### src/ovs_uart_pkg.sv
// ---------------------------------------------------------------------------
// ovs_uart_pkg
// Shared codes, widths and constants of the oversampled UART transceiver.
// ---------------------------------------------------------------------------
package ovs_uart_pkg;

	// Field widths of the request and result channels
	localparam int KIND_W = 3;
	localparam int BYTE_W = 8;
	localparam int FLAG_IDX_W = 2;
	localparam int FLAG_W = 4;
	localparam int BIT_IDX_W = 3;
	localparam int BIT_CNT_W = 4;
	localparam int PHASE_W = 3;

	typedef logic [KIND_W-1:0] kind_t;
	typedef logic [BYTE_W-1:0] byte_t;
	typedef logic [FLAG_IDX_W-1:0] flag_idx_t;
	typedef logic [FLAG_W-1:0] flag_vec_t;
	typedef logic [PHASE_W-1:0] phase_t;
	typedef logic [BIT_CNT_W-1:0] bit_cnt_t;
	typedef logic [BIT_IDX_W-1:0] bit_idx_t;

	// Request kinds
	localparam kind_t KIND_TICK = 3'd0;
	localparam kind_t KIND_WRITE = 3'd1;
	localparam kind_t KIND_READ = 3'd2;
	localparam kind_t KIND_PEEK = 3'd3;
	localparam kind_t KIND_RX_EN = 3'd4;
	localparam kind_t KIND_ABORT_TX = 3'd5;
	localparam kind_t KIND_ABORT_RX = 3'd6;
	localparam kind_t KIND_CLR_FLAG = 3'd7;

	// Flag bit positions
	localparam int FLAG_TX_EMPTY = 0;
	localparam int FLAG_RX_BYTE = 1;
	localparam int FLAG_RX_FULL = 2;
	localparam int FLAG_TX_FULL = 3;

	// Oversampling and framing
	localparam phase_t PHASE_LAST = 3'd4;
	localparam phase_t SAMPLE_OFFSET = 3'd2;
	localparam phase_t TX_PHASE = 3'd0;
	localparam bit_cnt_t STOP_BIT = 4'd9;

	// How the transmit line is set by one request
	typedef logic [1:0] line_mode_t;
	localparam line_mode_t LINE_HOLD = 2'd0;
	localparam line_mode_t LINE_LOW = 2'd1;
	localparam line_mode_t LINE_HIGH = 2'd2;
	localparam line_mode_t LINE_DATA = 2'd3;

	localparam int DEFAULT_FIFO_DEPTH = 64;

endpackage

### src/ovs_uart_ram.sv
// ---------------------------------------------------------------------------
// ovs_uart_ram
// Byte store for one FIFO: one write port, one read port with registered data.
// ---------------------------------------------------------------------------
module ovs_uart_ram #(
	parameter int DEPTH = ovs_uart_pkg::DEFAULT_FIFO_DEPTH,
	parameter int WIDTH = ovs_uart_pkg::BYTE_W
) (
	input  logic                     clk,
	input  logic                     we,
	input  logic [$clog2(DEPTH)-1:0] waddr,
	input  logic [WIDTH-1:0]         wdata,
	input  logic                     re,
	input  logic [$clog2(DEPTH)-1:0] raddr,
	output logic [WIDTH-1:0]         rdata
);
	logic [WIDTH-1:0] mem_q [DEPTH];

	// Write one entry
	always_ff @(posedge clk) begin
		if (we) begin
			mem_q[waddr] <= wdata;
		end
	end

	// Read one entry; hold the data while not enabled
	always_ff @(posedge clk) begin
		if (re) begin
			rdata <= mem_q[raddr];
		end
	end
endmodule

### config.mk
export PLATFORM = sky130hd
export DESIGN_NAME = ovs_uart_ram
export DESIGN_NICKNAME = d
export VERILOG_FILES = /design/src/ovs_uart_pkg.sv /design/src/ovs_uart_ram.sv
export SDC_FILE = /design/constraint.sdc
export NUM_CORES = 1
export LEC_CHECK = 0
export BUFFER_PORTS_ARGS = -buffer_cell sky130_fd_sc_hd__buf_2
export CAP_MARGIN = 20
export CORE_ASPECT_RATIO = 0.8
export CORE_MARGIN = 3
export CORE_UTILIZATION = 55
export CTS_BUF_LIST = sky130_fd_sc_hd__clkbuf_8 sky130_fd_sc_hd__clkbuf_16
export DETAILED_ROUTE_END_ITERATION = 8
export GPL_ROUTABILITY_DRIVEN = 0
export PLACE_DENSITY_LB_ADDON = 0.15
export SLEW_MARGIN = 20
export SYNTH_ARGS = -nofsm -noshare
export SYNTH_HDL_FRONTEND = slang
export SYNTH_SLANG_ARGS = --single-unit
### constraint.sdc
create_clock -name clk -period 3.1 [get_ports clk]
set_clock_uncertainty 0.2 [all_clocks]
set_input_delay 0.62 -clock clk [delete_from_list [all_inputs] [get_ports clk]]
set_output_delay 0.62 -clock clk [all_outputs]
set_load 0.1 [all_outputs]
==> Word-level counts from Yosys, hierarchy flattened <==
Memories as Yosys holds them, arrays and structs flattened. A register that Yosys moved wholly into a read port is not among the register bits.
Index checks and enable logic that the tools add are counted.
{ "classes": {"muxes": 2} }
{ "op_table": {"columns": ["op", "n"], "rows": [
  ["2-to-1 mux 1 bit", 2]
]} }
{ "totals": {"register_bits": 0, "ram_bits": 512, "inputBits": 23, "output_inout_bits": 8, "wordCells": 3, "mem_count": 1} }
{ "mem_list": {"columns": ["memory", "depth", "word_bits", "read_ports", "rd_ports_with_merged_regs", "wr", "line_no", "text"], "rows": [
  ["mem_q", 64, 8, 1, 1, 1, "ovs_uart_ram.sv:17", "logic [WIDTH-1:0] mem_q [DEPTH];"]
]} }

==> Depth between registers and ports, before layout <==
{ "logic_depth": {"ltp_word": 2, "ltp_mapped": 9, "mapped_depth_nobuf": 5} }

==> Least setup slack after synthesis <==
No wires, ideal clock.
{ "synth_path": {"path_kind": "input port to flip-flop", "from": "in raddr[1]", "to": "reg rdata[3], read port of mem_q, data pin", "setup_time_ps": 266, "arrival_time_ps": 2160, "required_ps": 2634, "path_slack_ps": 474, "path_stages": 7, "path_buffers": 3, "cell_sequence": "buf_4 -> buf_2 -> buf_2 -> mux4_2 -> mux4_2 -> o21ai_1 -> o41ai_1"} }
{ "synth_rtl": {"columns": ["element", "line_no", "text"], "rows": [
  ["start: declaration", "ovs_uart_ram.sv:14", "input logic [$clog2(DEPTH)-1:0] raddr,"],
  ["end: declaration", "ovs_uart_ram.sv:15", "output logic [WIDTH-1:0] rdata"]
]} }

==> results summary <==
Once routing completed, OpenROAD measured the worst setup slack at around 0.43 ns. The number of cells on the worst hold path came out at 1. The average detailed-routed wire length per instance is around 28 microns. The worst setup path is captured at a flip-flop. The maximum clock frequency is between 0.3 and 0.4 GHz. The routed wire length is 45.3 mm. The most used standard cell by instance count after synthesis is edfxtp_1. The floorplan has just over 60 rows. In the synthesized netlist, the number of instances is 940. After synthesis the cells add up to roughly 0.020 sq mm. Final hold analysis gives a worst-case slack of about 0.26 ns.

The H-tree depth is 2. The post-cts repair resize count came out at 0. The standard cell core area came out at around 0.036 sq mm.

The highest fanout seen on the critical path is 13. The number of flops mapped to enable cells by yosys came out at 520. After layout, the minimum clock period comes to 2.67 ns.

Hold repair after CTS inserted 0 buffers. The cell sitting at the root of the clock tree is a clkbuf_16. The type of the worst setup path is input port to flip-flop. The clock network latency to the later pin of the worst-skew pair came out at ~0.57 ns. The total overflow left after global routing is 0. The most used flip-flop cell after synthesis is edfxtp_1. Summed over all instances, the cell type with the most area after synthesis is edfxtp_1. TritonCTS built the clock tree. Sorting the synthesized cells by how often they occur yields 520 x edfxtp_1, 126 x mux4_2, 83 x nor2_1.

The number of nets produced by synthesis is 963. Dividing total power by cell area gives a power density of just over 600 mW/mm^2. The count of state elements after synthesis came out at 520.

The max capacitance violation total is 0. The count of cells along the worst register-to-register path came out at 5. For this run, the number of Yosys warnings is 0.

The initial antenna violation count is 1. The iteration count of the initial detailed-routing pass came out at 5. The aggregate global-route resource usage is 0.241. The tightest min-delay check is of the input port to flip-flop type.

The mean instance size in the synthesized netlist is between 20 and 25 sq um. The routed via count divided by cell count is between 6 and 7. The number of nets in the layout is 1107. The endpoint required time on the critical path came out at between 3 and 4 ns. In this run the tool buffered the top-level ports with 30 buffer cells.

The total count of max-transition violations in the final report is 0. The arrival time of the worst setup path came out at around 2.8 ns. The share of layout cells above drive strength 1 came out at 0.309. The pin count of the biggest net entering global routing came out at 65. The relative slew slack is 0.446. The HPWL after detailed placement is 28.6 mm.

The flow ran to the end, and the final reports show no timing, DRC or antenna violations. The peak supply drop came out at just over 500 uV. The number of buffers inserted during clock tree synthesis is 49. Relative to the synthesized area, the layout overhead comes to 14.5%. Before CTS, the worst setup slack after placement is -0.113 ns. Setup violations remaining at the end of the flow were counted as 0. The total number of clock tree sinks is 520.

The die height is between 150 and 200 microns. The via count of the first global-routing pass is between 10000 and 15000. The top-level I/O count came out at 31.

The total negative slack for setup checks came out at 0 ns. The residual DRC count came out at 0. The die covers between 0.03 and 0.04 sq mm. The number of buffers added for setup after CTS is 0.

The leakage dissipation came out at 7.50 nW. The wire length of the first global-routing pass came out at between 60 and 70 mm. Clock-pin slew was measured on the worst setup and hold paths at 0.06 ns. The detailed router placed between 9000 and 10000 vias in this run. Setup repair after global routing left no endpoint under its margin. For the pin with the worst max-slew slack, the measured transition is 0.810 ns. The initial DRC count is 1064. The fraction of registers with async set/reset came out at 0. The post-synthesis cell type count came out at 39. The fraction of synthesized cell area taken by the top area cell type is 0.771.

The type of origin of the critical path is an input port. The share of the Yosys chip area taken by registers is 0.771. The longest clock path from root to sink contains 3 buffers. The width of the die is 221 microns. The remaining number of nets flagged by the antenna check after routing came out at 0. The cell area after placement is between 0.02 and 0.025 sq mm.

Ranked by total cell area, the synthesized netlist is headed by edfxtp_1 77%, mux4_2 14%, nor2_1 1.5%. The share of the clock period used by the worst path came out at 0.862. The final standard cell area without fillers came out at between 0.02 and 0.025 sq mm. The count of final hold-check violations is 0. The initial utilization of the core area, before any placement, comes to 0.561.
[placed cells by master (no fill, tap or decap), drive strengths merged, types with 14 or more instances in the layout]
master	count
buf	143
clkbuf	52
clkinv	24
edfxtp	520
mux2i	23
mux4	126
nand2	19
nor2	83
nor2b	14
[per-layer routing]
metal | global-route usage | vias to the layer above | wire length [microns]
li1 | - | 4220 | -
met1 | 0.384 | 5238 | 20200
met2 | 0.353 | 433 | 20700
met3 | 0.0419 | 62 | 3550
met4 | 0.0645 | 0 | 937
met5 | 0 | - | 0
[final cells by class]
type | instances | area [sq um]
Sequential cell | 520 | 15600
Fill cell | 2444 | 12900
Multi-Input combinational cell | 369 | 4320
Clock buffer | 51 | 1280
Timing Repair Buffer | 144 | 1160
Tap cell | 480 | 601
Clock inverter | 37 | 205
Antenna cell | 1 | 2.50
[worst paths after layout]
kind                startpoint  endpoint  slack [ns]
setup / recovery      raddr[0]  rdata[3]        0.43
hold / removal              re  rdata[0]        0.26
setup reg to reg   mem_q[3][3]  rdata[3]        0.63
hold reg to reg   mem_q[23][0]  rdata[0]        0.70
[sequential cells by signal, summed over array words and instances, names as in the netlist]
register	cells
mem_q	512
rdata	8
[report_power, final]
part | switching, mW | leakage, nW | internal (mW)
combinational | 0.523 | 2.05 | 0.309
clock | 2.46 | 0.769 | 3.12
sequential | 0.0211 | 4.69 | 7.80
total | 3.00 | 7.50 | 11.2
[logic make-up (layout without fill, tap and decap cells)]
group | count (synthesis) | after routing | share of synthesized area
AOI/OAI and AO/OA | 54 | 54 | 0.0206
buffers and inverters | 51 | 232 | 0.0156
DFF | 520 | 520 | 0.771
other | 0 | 1 | 0
muxes | 162 | 162 | 0.159
and+or+nand+nor | 153 | 153 | 0.0337
[critical path, stage by stage]
cell       delay [ns]
clkbuf_8         0.26
buf_12           0.20
mux4_2           0.49
nor2b_1          0.15
a2111oi_0        0.74
buf_4            0.24
o41ai_1          0.07
[through the flow]
step / std cells / utilization / total power, mW
floorplan: 940 / - / 8.44
global placement: 1513 / 0.601 / 8.79
detailed placement: 1513 / 0.601 / 8.80
CTS: 1601 / 0.642 / 14.3
global route: 1602 / 0.643 / 14.6
finish: 1602 / 0.643 / 14.2
No activity file was read; power rests on OpenSTA's default activity.
